File: src/tfnj_div_cell.sv
// ----------------------------------------------------------------------------
// tfnj_div_cell
// one quotient bit of a restoring divider
// ----------------------------------------------------------------------------
module tfnj_div_cell #(
   parameter int DEN_W = 32,
   parameter int QUO_W = 15
) (
   input  logic             clock,
   input  logic             en,
   input  logic [DEN_W-1:0] prev_rem,
   input  logic [QUO_W-1:0] prev_nq,
   input  logic [DEN_W-1:0] prev_den,
   output logic [DEN_W-1:0] rem_ff,
   output logic [QUO_W-1:0] nq_ff,
   output logic [DEN_W-1:0] den_ff
);

   logic [DEN_W:0]   part;
   logic             fits;
   logic [DEN_W-1:0] rem_in;
   logic [QUO_W-1:0] nq_in;

   // numerator bits leave at the top while quotient bits enter at the bottom
   always_comb begin
      part   = {prev_rem, prev_nq[QUO_W-1]};
      fits   = part >= {1'b0, prev_den};
      rem_in = fits ? DEN_W'(part - {1'b0, prev_den}) : DEN_W'(part);
      nq_in  = {prev_nq[QUO_W-2:0], fits};
   end

   always_ff @(posedge clock) begin
      if (en) begin
         rem_ff <= rem_in;
         nq_ff  <= nq_in;
         den_ff <= prev_den;
      end
   end

endmodule

File: config.mk
export PLATFORM = sky130hd
export DESIGN_NAME = tfnj_div_cell
export DESIGN_NICKNAME = d
export VERILOG_FILES = /design/src/tfnj_div_cell.sv
export SDC_FILE = /design/constraint.sdc
export NUM_CORES = 1
export LEC_CHECK = 0
export ABC_CLOCK_PERIOD_IN_PS = 2500
export BUFFER_PORTS_ARGS = -buffer_cell sky130_fd_sc_hd__buf_2
export CORE_MARGIN = 3
export CORE_UTILIZATION = 29
export DETAILED_ROUTE_END_ITERATION = 8
export SYNTH_ARGS = -nofsm -noshare
export SYNTH_HDL_FRONTEND = slang
export SYNTH_SLANG_ARGS = --single-unit
export TNS_END_PERCENT = 50
File: constraint.sdc
create_clock -name clock -period 2.5 [get_ports clock]
set_clock_uncertainty 0.1 [all_clocks]
set_input_delay 0.25 -clock clock [delete_from_list [all_inputs] [get_ports clock]]
set_output_delay 0.25 -clock clock [all_outputs]
set_load 0.03 [all_outputs]
Word level (Yosys, flattened, before mapping). Index checks and enable logic that the tools add are counted.

Bits in latches: 0. Flip-flop bits (word level): 79. Bits in writable memories: 0. Logic and storage cells: 6. Bits in read-only memories: 0. Bits of input ports: 81. Memories: 0. Output and inout bits: 79.

Equality and inequality tests: 0. Multiplexer cells: 1. $mul: 0. Shift-type cells: 0. Add/sub/neg operators: 1. Bitwise logic cells: 0. Div/mod/pow operators: 0. Magnitude comparators: 1. Reduce and logical (&&, ||, !) cells: 0.

Operators with widths (count): >= comparator 33 x 32 -> 1 bit (1); two-way mux 32 bit (1); subtractor 32 bit (1).

Longest topological paths before layout.
Word-level depth: 2. Depth in mapped cells: 13.

Worst setup path before layout. Ideal clock, no wire load.

Path type: input -> register. Start: input prev_den[23]. End: register rem_ff[14], data pin. Stages on the path: 11. Setup slack: -202 ps. Library setup time: 260 ps. Data arrival time: 2342 ps. Cell sequence: inv_1 ha_1 buf_6 and3_1 o21a_1 a311oi_2 o21ai_1 or3b_1 o21a_1 buf_6 mux2_4.

Word-level cells in the longest chain between the ends: 2.

RTL lines: start, declared (line 13) `input logic [DEN_W-1:0] prev_den,`; >= comparator 33 x 32 -> 1 bit (line 27) `fits = part >= {1'b0, prev_den};`; two-way mux 32 bit (line 28) `rem_in = fits ? DEN_W'(part - {1'b0, prev_den}) : DEN_W'(part);`; via rem_in[14] (line 21) `logic [DEN_W-1:0] rem_in;`; end signal, assigned (line 34) `rem_ff <= rem_in;`; end, declared (line 14) `output logic [DEN_W-1:0] rem_ff,`.

The timed path passes the listed nets, and every way through them passes these cells. A chain may end at the register's enable or synchronous reset.

Worst setup path in the final report.
Start: input prev_rem[22]. End: register rem_ff[14], data pin.

Word-level cells in the longest chain between the ends: 2.

RTL lines: start, declared (line 11) `input logic [DEN_W-1:0] prev_rem,`; >= comparator 33 x 32 -> 1 bit (line 27); two-way mux 32 bit (line 28); via rem_in[14] (line 21).

The timed path passes the listed nets, and every way through them passes these cells.

==> metrics.cfg <==
[global_routing]
grt_overflow=0
grtUsageTotal=0.149
grt_pass1_wl_um=21500
grt_max_degree=43
antenna_found_initial=0
first_global_vias=4505

[clock_network]
htree_levels=3
cts_buffers=9
cts_tree=built
clk_pin_slew_worst_paths_ns=0.06
cts.hold.buffers_added=39
cts_buffer_depth=2
cts_sinks=79
root_buffer=clkbuf_16

[cells_and_area]
final-seq-area_um2=2370
area_growth_pct=60.2
antenna_cells=0
nFillCells=1441
final_cell_mix=buf_2, buf_4, edfxtp_1, a21oi_1, inv_1
multi_input_area_um2=2330
final_layout_size_suffix_gt1_frac=0.461
final_common_cell=buf_2
nets=848

[power_and_ir_drop]
power.switching_mw=1.47
ir_drop_mv=0.301
combPwrFrac=0.362
clockPowerShare=0.264
finalPower_mw=4.51
p_sw_frac=0.326
seqPwrFrac=0.374
p_int_mw=3.04
powerDensity_nw_per_um2=599
p_leak_nw=3.37

[timing]
max_slew_margin=0.599
fin_hold_ws_ns=0.00918
worst_pin_slew_ns=0.602
finalCritPeriodShare=1.00
finalCriticalPeriod_ns=2.50
drv_slew=0
max_freq_ghz=0.399
rsz0062_at_grt=yes
finalSetupViolCount=1
finalHoldViolCount=0
fin_setup_tns_ns=-0.00407
finalWorstSetupSlack_ns=-0.00407

[die]
rows=45
core_um2=15500
initial_core_util=0.302
die_x_um=133
dieArea_um2=17800
io_pins=160
die_h_um=133

[critical_path]
setup.worst_path.class=in2reg
crit_chain=buf_6 -> ha_4 -> a21o_1 -> o21a_1 -> a311oi_2 -> o21ai_1 -> or3b_1 -> o21a_4 -> buf_12 -> mux2_4
cp_max_fo=7
endpoint=rem_ff[14]$_DFFE_PP_
crit_start=prev_rem[22]
crit_required_ns=2.49
start_kind=primary input
arrival_ns=2.49
cpPeakStageDelay_ns=0.38
crit_slowest_cell=or3b_1
worstSetupEndpointType=register

[min_path]
hp-class=in2reg
hp-start=prev_den[23]

[yosys]
yosysWarnings=0
netlist_instances=438
ys_seq_area_frac=0.505
synth_area_um2=4700
async_flop_share=0
synth_enable_flop_cells=79
ys_ff_latch=79
syn_area_per_cell_um2=10.7
synth.distinct_cells=49
synth_nets=552
ys.flop_type=edfxtp_1

[run]
cap_viol_max_count=0

[route]
ant_nets=0
drc=0
routed_wl_um=13600
wl_per_cell_um=14.3
drt_iter0_drc=251
dr_total_vias=4325
drtPass1Iterations=4
viasPerCell=4.55

[place]
io_buffers=159
dpl.hpwl_um=10100
gp_congestion=0.855
place_ws_ns=-0.503

[outcome]
violations=setup timing
outcome=complete, but fails checks

-- routing by layer --
layer,GRT usage,wire [um],vias to the layer above
li1,-,-,2183
met1,0.188,6180,2010
met2,0.249,6340,119
met3,0.0468,862,13
met4,0.0400,201,0
met5,0,0,-
-- through the flow --
stage | std cells | utilization | cell area, um2
floorplan | 438 | - | 4790
global placement | 889 | 0.420 | 6530
detailed placement | 889 | 0.420 | 6530
CTS | 944 | 0.465 | 7220
global route | 950 | 0.485 | 7530
finish | 950 | 0.485 | 7530
-- flip-flops by register name, summed over array words and instances, names as in the netlist --
| name | count |
|---|---|
| den_ff | 32 |
| nq_ff | 15 |
| rem_ff | 32 |
-- power groups by stage --
| stage | Combinational [mW] | Clock, mW | Sequential (mW) |
|---|---|---|---|
| floorplan | 0.574 | 0 | 2.03 |
| global placement | 1.45 | 0 | 1.71 |
| detailed placement | 1.46 | 0 | 1.71 |
| CTS | 1.53 | 1.24 | 1.69 |
| global route | 1.77 | 1.30 | 1.70 |
| finish | 1.63 | 1.19 | 1.69 |
-- worst max-delay path: cells and delay by family --
family	cells	cell delay, ns
AOI/OAI and AO/OA	5	1.05
and+or+nand+nor	1	0.38
muxes	1	0.29
adders and majority gates	1	0.25
buffers and inverters	2	0.27
-- worst min-delay path by stage --
stage	to	cells after the start
finish	den_ff[23]$_DFFE_PP_	1
floorplan	den_ff[0]$_DFFE_PP_	0
detailed placement	nq_ff[6]$_DFFE_PP_	1
global route	den_ff[23]$_DFFE_PP_	1
global placement	nq_ff[12]$_DFFE_PP_	1
CTS	den_ff[19]$_DFFE_PP_	1
-- timing repair --
item / CTS / global route
hold endpoints to repair: 39 / 1
setup endpoints to repair: 21 / 30
pin swaps: 3 / 12
gates cloned: 0 / 3
gates resized for setup: 12 / 49
setup buffers: 0 / 3
-- synthesized netlist by cell type (all sizes together) (3+ instances only) --
cell / instances / share of area
a2111oi: 4 / 0.0077
a211oi: 3 / 0.0048
a21o: 8 / 0.013
a21oi: 55 / 0.059
and2: 3 / 0.0040
buf: 11 / 0.019
clkbuf: 6 / 0.0048
edfxtp: 79 / 0.50
ha: 32 / 0.085
inv: 46 / 0.037
mux2: 8 / 0.026
nand2: 24 / 0.019
nand2b: 7 / 0.0093
nand3: 8 / 0.0085
nand4: 8 / 0.011
nor2: 37 / 0.030
nor3: 3 / 0.0032
o21a: 6 / 0.0096
o21ai: 21 / 0.022
o21bai: 5 / 0.0080
o31ai: 7 / 0.011
xnor2: 16 / 0.030
xor2: 10 / 0.019
-- layout make-up --
cell class,count,share of cell area
clock inverter,6,0.00499
clock buffer,10,0.0304
tap,211,0.0351
inverter,46,0.0246
timing repair buffer,302,0.281
sequential,79,0.315
multi-input combinational,296,0.309
-- kinds of logic after synthesis --
logic type	after synthesis	share of synthesized area
AO/OA/AOI/OAI	120	0.156
AND/OR/NAND/NOR	107	0.111
flip-flops	79	0.505
adder cells (fa/ha/maj)	33	0.0895
multiplexers	10	0.0298
buffers and inverters	63	0.0604
XOR/XNOR	26	0.0485
Power figures use the tool's default switching activity.
