$ cat config.mk
export PLATFORM = sky130hd
export DESIGN_NAME = tfnj_sqrt_cell
export DESIGN_NICKNAME = d
export VERILOG_FILES = /design/src/tfnj_pkg.sv /design/src/tfnj_sqrt_cell.sv
export SDC_FILE = /design/constraint.sdc
export NUM_CORES = 1
export LEC_CHECK = 0
export ABC_CLOCK_PERIOD_IN_PS = 3300
export BUFFER_PORTS_ARGS = -buffer_cell sky130_fd_sc_hd__buf_4
export CAP_MARGIN = 20
export CORE_MARGIN = 5
export CORE_UTILIZATION = 35
export DETAILED_ROUTE_END_ITERATION = 10
export HOLD_SLACK_MARGIN = 0.02
export MAX_ROUTING_LAYER = met4
export SLEW_MARGIN = 10
export SYNTH_ARGS = -nofsm -noshare
export SYNTH_HDL_FRONTEND = slang
export SYNTH_SLANG_ARGS = --single-unit
$ cat constraint.sdc
create_clock -name clock -period 3.3 [get_ports clock]
set_input_delay 0.495 -clock clock [delete_from_list [all_inputs] [get_ports clock]]
set_output_delay 0.495 -clock clock [all_outputs]
set_load 0.03 [all_outputs]
$ cat src/tfnj_pkg.sv
// ----------------------------------------------------------------------------
// tfnj_pkg
// types and fixed widths of the triangle face normal and jacobian unit
// ----------------------------------------------------------------------------
package tfnj_pkg;

   localparam int COORD_WIDTH = 16;
   localparam int NORMAL_W    = 16;
   localparam int JAC_W       = 32;
   localparam int EDGE_W      = COORD_WIDTH + 1;
   localparam int PROD_W      = 2 * EDGE_W;
   localparam int CROSS_W     = PROD_W + 1;
   localparam int MAG_W       = PROD_W;
   localparam int JAC_MAG_W   = 34;
   localparam int SQRT_ROOT_W = 35;
   localparam int SQRT_RAD_W  = 2 * SQRT_ROOT_W;
   localparam int SQRT_REM_W  = SQRT_ROOT_W + 2;
   localparam int MANT_W      = 31;
   localparam int NROOT_W     = 32;

   // faces 0 and 2 carry a negative sign
   localparam logic [3:0] FACE_SIGN_NEG = 4'b0101;

   typedef logic signed [COORD_WIDTH-1:0] coord_type;
   typedef logic signed [NORMAL_W-1:0] normal_type;

   typedef struct packed {
      coord_type  a_x;
      coord_type  a_y;
      coord_type  a_z;
      coord_type  b_x;
      coord_type  b_y;
      coord_type  b_z;
      coord_type  c_x;
      coord_type  c_y;
      coord_type  c_z;
      logic       orientation_negative;
      logic [1:0] face_index;
   } req_type;

   typedef struct packed {
      normal_type       normal_x;
      normal_type       normal_y;
      normal_type       normal_z;
      logic [JAC_W-1:0] jacobian;
      logic             degenerate;
   } rsp_type;

   typedef struct packed {
      logic [SQRT_RAD_W-1:0]  rad;
      logic [SQRT_REM_W-1:0]  rem;
      logic [SQRT_ROOT_W-1:0] root;
   } sqrt_state_type;

endpackage

$ cat src/tfnj_sqrt_cell.sv
// ----------------------------------------------------------------------------
// tfnj_sqrt_cell
// one root bit of a digit-by-digit integer square root
// ----------------------------------------------------------------------------
module tfnj_sqrt_cell import tfnj_pkg::*; (
   input  logic           clock,
   input  logic           en,
   input  sqrt_state_type prev_state,
   output sqrt_state_type state_ff
);

   localparam int PART_W = SQRT_REM_W + 2;

   sqrt_state_type    state_in;
   logic [PART_W-1:0] part;
   logic [PART_W-1:0] trial;
   logic              fits;

   always_comb begin
      part  = {prev_state.rem, prev_state.rad[SQRT_RAD_W-1 -: 2]};
      trial = PART_W'({prev_state.root, 2'b01});
      fits  = part >= trial;
      state_in.rad  = {prev_state.rad[SQRT_RAD_W-3:0], 2'b00};
      state_in.rem  = fits ? SQRT_REM_W'(part - trial) : SQRT_REM_W'(part);
      state_in.root = {prev_state.root[SQRT_ROOT_W-2:0], fits};
   end

   always_ff @(posedge clock) begin
      if (en) begin
         state_ff <= state_in;
      end
   end

endmodule

### Yosys cells after proc, flatten, opt, wreduce, memory -nomap -nowiden

Cells that the tools add are included.

| cells by class | value |
|---|---|
| muxes and demuxes | 1 |
| add/subtract/negate cells | 1 |
| reductions and logical operators | 0 |
| multipliers | 0 |
| bitwise gates (word level) | 0 |
| magnitude comparators | 1 |
| shift-type cells | 0 |
| divide/modulo/power cells | 0 |
| eq/ne operators | 0 |

Operators with widths:

| kind | number |
|---|---|
| >= comparator 39 x 37 -> 1 bit | 1 |
| 2-to-1 mux 37 bit | 1 |
| subtractor 37 bit | 1 |

| storage, ports and cells | value |
|---|---|
| output and inout bits | 142 |
| memory bits (read-only) | 0 |
| bits of input ports | 144 |
| memories | 0 |
| flip-flop bits (word level) | 140 |
| RAM bits | 0 |
| bits in latches | 0 |

### Depth between registers and ports, before layout

| depth | value |
|---|---|
| depth after elaboration | 2 |
| gate-level depth with buffers | 13 |
| depth with buffers taken out | 11 |

### Worst setup path before layout

No wires, ideal clock.

| timing path | value |
|---|---|
| kind | input to register |
| start | in prev_state[3] (netlist bit) |
| end | reg state_ff[65] (netlist bit) (data pin) |
| required time | 3.040 ns |
| path slack | -0.010 ns |
| path buffers | 1 |
| arrival time | 3.050 ns |
| stages on the path | 11 |
| cell sequence | inv_1 ha_1 o311ai_0 a21oi_1 a311oi_2 a211o_1 nand2_1 a21o_1 a31oi_4 buf_6 mux2_2 |

RTL lines:

| element | RTL line | RTL |
|---|---|---|
| start: declaration | tfnj_sqrt_cell.sv:8 | `input sqrt_state_type prev_state,` |
| end signal: assignment | tfnj_sqrt_cell.sv:30 | `state_ff <= state_in;` |
| end: declaration | tfnj_sqrt_cell.sv:9 | `output sqrt_state_type state_ff` |

==> impl_summary.log <==
INFO  metric status = complete, no violations
INFO  metric static-leakage-power = 4.477 nW
INFO  metric routed-via-count = 5369
INFO  metric total_switching_power = 1.704 mW
INFO  metric number_of_global_route_vias_before_repair = 5520
INFO  metric most_instantiated_library_cell_after_synthesis = sky130_fd_sc_hd__edfxtp_1
INFO  metric worst_path_dominant_cell_family = compound AO/OA/AOI/OAI gates
INFO  metric timing_max_transition_violations_final = 0
INFO  metric layout.cell_area.non_filler = 10130 µm²
INFO  metric post_cts.resized_instances = 0
INFO  metric std_cell_core_area = 19400 µm²
INFO  metric setup.worst_path.start_class = input pin
INFO  metric placement.setup.worst_slack = -181.9 ps
INFO  metric power.share.switching = slightly above 30%
INFO  metric report.final.hold_viol_count = 0
INFO  metric number_of_routed_nets_with_antenna_violations = 0
INFO  metric crit_chain = buf_4, inv_1, ha_1, o311ai_0, a21oi_1, a311oi_2, a211o_1, nand2_1, a21o_1, a31oi_4, buf_12, mux2_2
INFO  metric largest_reg_flops = 140
INFO  metric maxCapViolations = 0
INFO  metric num-nets-final = approximately 1000
INFO  metric critical_path_slowest_stage_cell = sky130_fd_sc_hd__o311ai_0
INFO  metric worst_hold_startpoint = prev_state[72]
INFO  metric site_row_count = 51
INFO  metric seqPwrFrac = 40.6%
INFO  metric critical_path.max_fanout = 20
INFO  metric ir_drop = roughly 350 µV
INFO  metric power.share.clock = 33.0%
INFO  metric critical_path_class = in -> reg
INFO  metric detailedRoute.firstPassIterationCount = 5
INFO  metric grt_start_max_net_pins = between 60 and 70
INFO  metric period_needed = between 3000 and 4000 ps
INFO  metric insertedDiodeCount = 0
INFO  metric synth_enable_flop_cells = 140
INFO  metric ys_top_cells_by_area = sky130_fd_sc_hd__edfxtp_1 61%, sky130_fd_sc_hd__ha_1 6.7%, sky130_fd_sc_hd__mux2_2 5.1%, sky130_fd_sc_hd__xnor2_1 2.7%, sky130_fd_sc_hd__inv_1 2.5%
INFO  metric synth.top_cells.by_count = 140 x sky130_fd_sc_hd__edfxtp_1, 46 x sky130_fd_sc_hd__inv_1, 37 x sky130_fd_sc_hd__ha_1
INFO  metric rsz0062_at_grt = no
INFO  metric portBuffers = 283
INFO  metric fin_util = 52.21%
INFO  metric route.detailed.drc = 0
INFO  metric worst_setup_hold_path_clk_slew = 70 ps
INFO  metric synth_instances = 516
INFO  metric initial_antenna_violation_count = 0
INFO  metric wl = 20.75 mm
INFO  metric holdPathEnd = state_ff[74]
INFO  metric fin_ws = around 280 ps
INFO  metric cts-buffers-inserted = 17
INFO  metric drtIter0Drc = around 280
INFO  metric largest_registers = state_ff (140)
INFO  metric finalSetupViolations = 0
INFO  metric detailedPlacementHpwl = 16.43 mm
INFO  metric setup.worst_path.end_class = flip-flop
INFO  metric asyncSetResetFlopFracSynth = 0%
INFO  metric grt_pass1_wl = 30.84 mm
INFO  metric design_power_total = 5.494 mW
INFO  metric grt_overflow = 0
INFO  metric cp.buffers_inverters = 3
INFO  metric yosysSeqAreaShare = 61.10%
INFO  metric timing.hold.worst.class = in -> reg
INFO  metric detail_route.vias_per_cell = 4.794
INFO  metric worstPathRequired = 3470 ps
INFO  metric area_delta_synth_final = 47.21%
INFO  metric ys.warnings.count = 0
INFO  metric top_register = state_ff
INFO  metric clk_path_buf_depth = 2
INFO  metric initial_utilization = 35.47%
INFO  metric critPathMaxStageDelay = 470 ps
INFO  metric fmax = about 0.33 GHz
INFO  metric place_congestion = a little over 0.8
INFO  metric period_utilization = roughly 91%
INFO  metric worst_ep_arrival = between 3000 and 4000 ps
INFO  metric clock_tree.htree_level_count = 4
INFO  metric cellInternalPower = 3.790 mW
INFO  metric root_buffer = sky130_fd_sc_hd__clkbuf_16
INFO  metric fp.dieArea = 22560 µm²
INFO  metric height_of_the_die = between 150 and 200 µm
INFO  metric syn_avg_cell_area = 13.33 µm²
INFO  metric min_path_cells = 1
INFO  metric post_cts.repair.setup_buffers = 0
INFO  metric placed_area = 9580 µm²
INFO  metric fp.dieW = 150.2 µm
INFO  metric synthFlopType = sky130_fd_sc_hd__edfxtp_1
INFO  metric yosys_cell_types = 57
INFO  metric cts_tree = built
INFO  metric synth.cell_area = 6880 µm²
INFO  metric power.density_cell_area = 542.4 nW/µm²
INFO  metric ctsHoldBuffers = 0
INFO  metric layout-drive-gt1-share = 45.50%
INFO  metric drt-wirelength-per-cell = between 15 and 20 µm
INFO  metric cts_sinks = between 100 and 150
INFO  metric groute.usage.overall = 18.29%
INFO  metric worst_hold_margin = 239.2 ps
INFO  metric i_o_pin_count = roughly 290
INFO  metric synth-seq-cells = 140
INFO  metric combinationalPowerShare = a little over a quarter
INFO  metric synth_top_cell_by_area = sky130_fd_sc_hd__edfxtp_1
INFO  metric synth_largest_type_area_fraction = between 60 and 70%
cells by family after synthesis:
kind of cell / after synthesis / synth area share (%)
flip-flops: 140 / 61.10
adder cells (fa/ha/maj): 37 / 6.728
multiplexers: 36 / 5.837
AND/OR/NAND/NOR: 94 / 6.892
AO/OA/AOI/OAI: 118 / 11.78
other: 1 / 0.05450
XOR/XNOR: 31 / 3.946
buffers and inverters: 59 / 3.655
routing by layer:
layer | part of all wire (%) | global-route usage, % | routed length (µm)
met1 | 39 | 20.57 | 8089
met4 | 1.3 | 5.444 | 271
met5 | 0 | - | 0
met3 | 8.5 | 5.358 | 1763
met2 | 51 | 31.65 | 10630
power groups by stage:
stage / Clock [mW] / Sequential [mW] / Combinational (mW)
2_1_floorplan: 0 / 2.63 / 0.459
3_3_place_gp: 0 / 2.27 / 1.44
3_5_place_dp: 0 / 2.27 / 1.46
4_1_cts: 1.86 / 2.24 / 1.47
5_1_grt: 1.95 / 2.25 / 1.55
6_report: 1.81 / 2.23 / 1.45
placed cells by master (no fill, tap or decap), types with 7 or more instances in the layout:
| cell | count |
|---|---|
| sky130_fd_sc_hd__inv_6 | 7 |
| sky130_fd_sc_hd__a21oi_1 | 32 |
| sky130_fd_sc_hd__xor2_1 | 10 |
| sky130_fd_sc_hd__ha_1 | 37 |
| sky130_fd_sc_hd__nand3_1 | 11 |
| sky130_fd_sc_hd__nor3_1 | 7 |
| sky130_fd_sc_hd__inv_1 | 46 |
| sky130_fd_sc_hd__edfxtp_1 | 140 |
| sky130_fd_sc_hd__buf_4 | 316 |
| sky130_fd_sc_hd__o21ai_0 | 18 |
| sky130_fd_sc_hd__xnor2_1 | 21 |
| sky130_fd_sc_hd__a21o_1 | 22 |
| sky130_fd_sc_hd__and3_1 | 8 |
| sky130_fd_sc_hd__mux2_2 | 31 |
| sky130_fd_sc_hd__clkbuf_16 | 17 |
| sky130_fd_sc_hd__nor2_1 | 20 |
| sky130_fd_sc_hd__nand2_1 | 21 |
final cells by class:
class                           count  area, µm²
Clock inverter                     14      122.6
Multi-Input combinational cell    318       2429
Fill cell                        1754       9270
Tap cell                          265      331.6
Sequential cell                   140       4204
Clock buffer                       17      425.4
Inverter                           46      172.7
Timing Repair Buffer              320       2444
how the worst max path moves through the flow:
stage | startpoint | endpoint | depth (start not counted)
4_1_cts | prev_state[3] | state_ff[46] | 12
3_3_place_gp | prev_state[3] | state_ff[67] | 12
3_5_place_dp | prev_state[3] | state_ff[45] | 12
5_1_grt | prev_state[3] | state_ff[46] | 12
6_report | prev_state[3] | state_ff[46] | 12
2_1_floorplan | prev_state[3] | state_ff[67] | 11
through the flow:
stage | instances | setup TNS, ps
2_1_floorplan | 517 | 0
3_3_place_gp | 1089 | -1606
3_5_place_dp | 1089 | -5221
4_1_cts | 1120 | 0
5_1_grt | 1120 | 0
6_report | 1120 | 0
No activity file was read; power rests on OpenSTA's default activity.
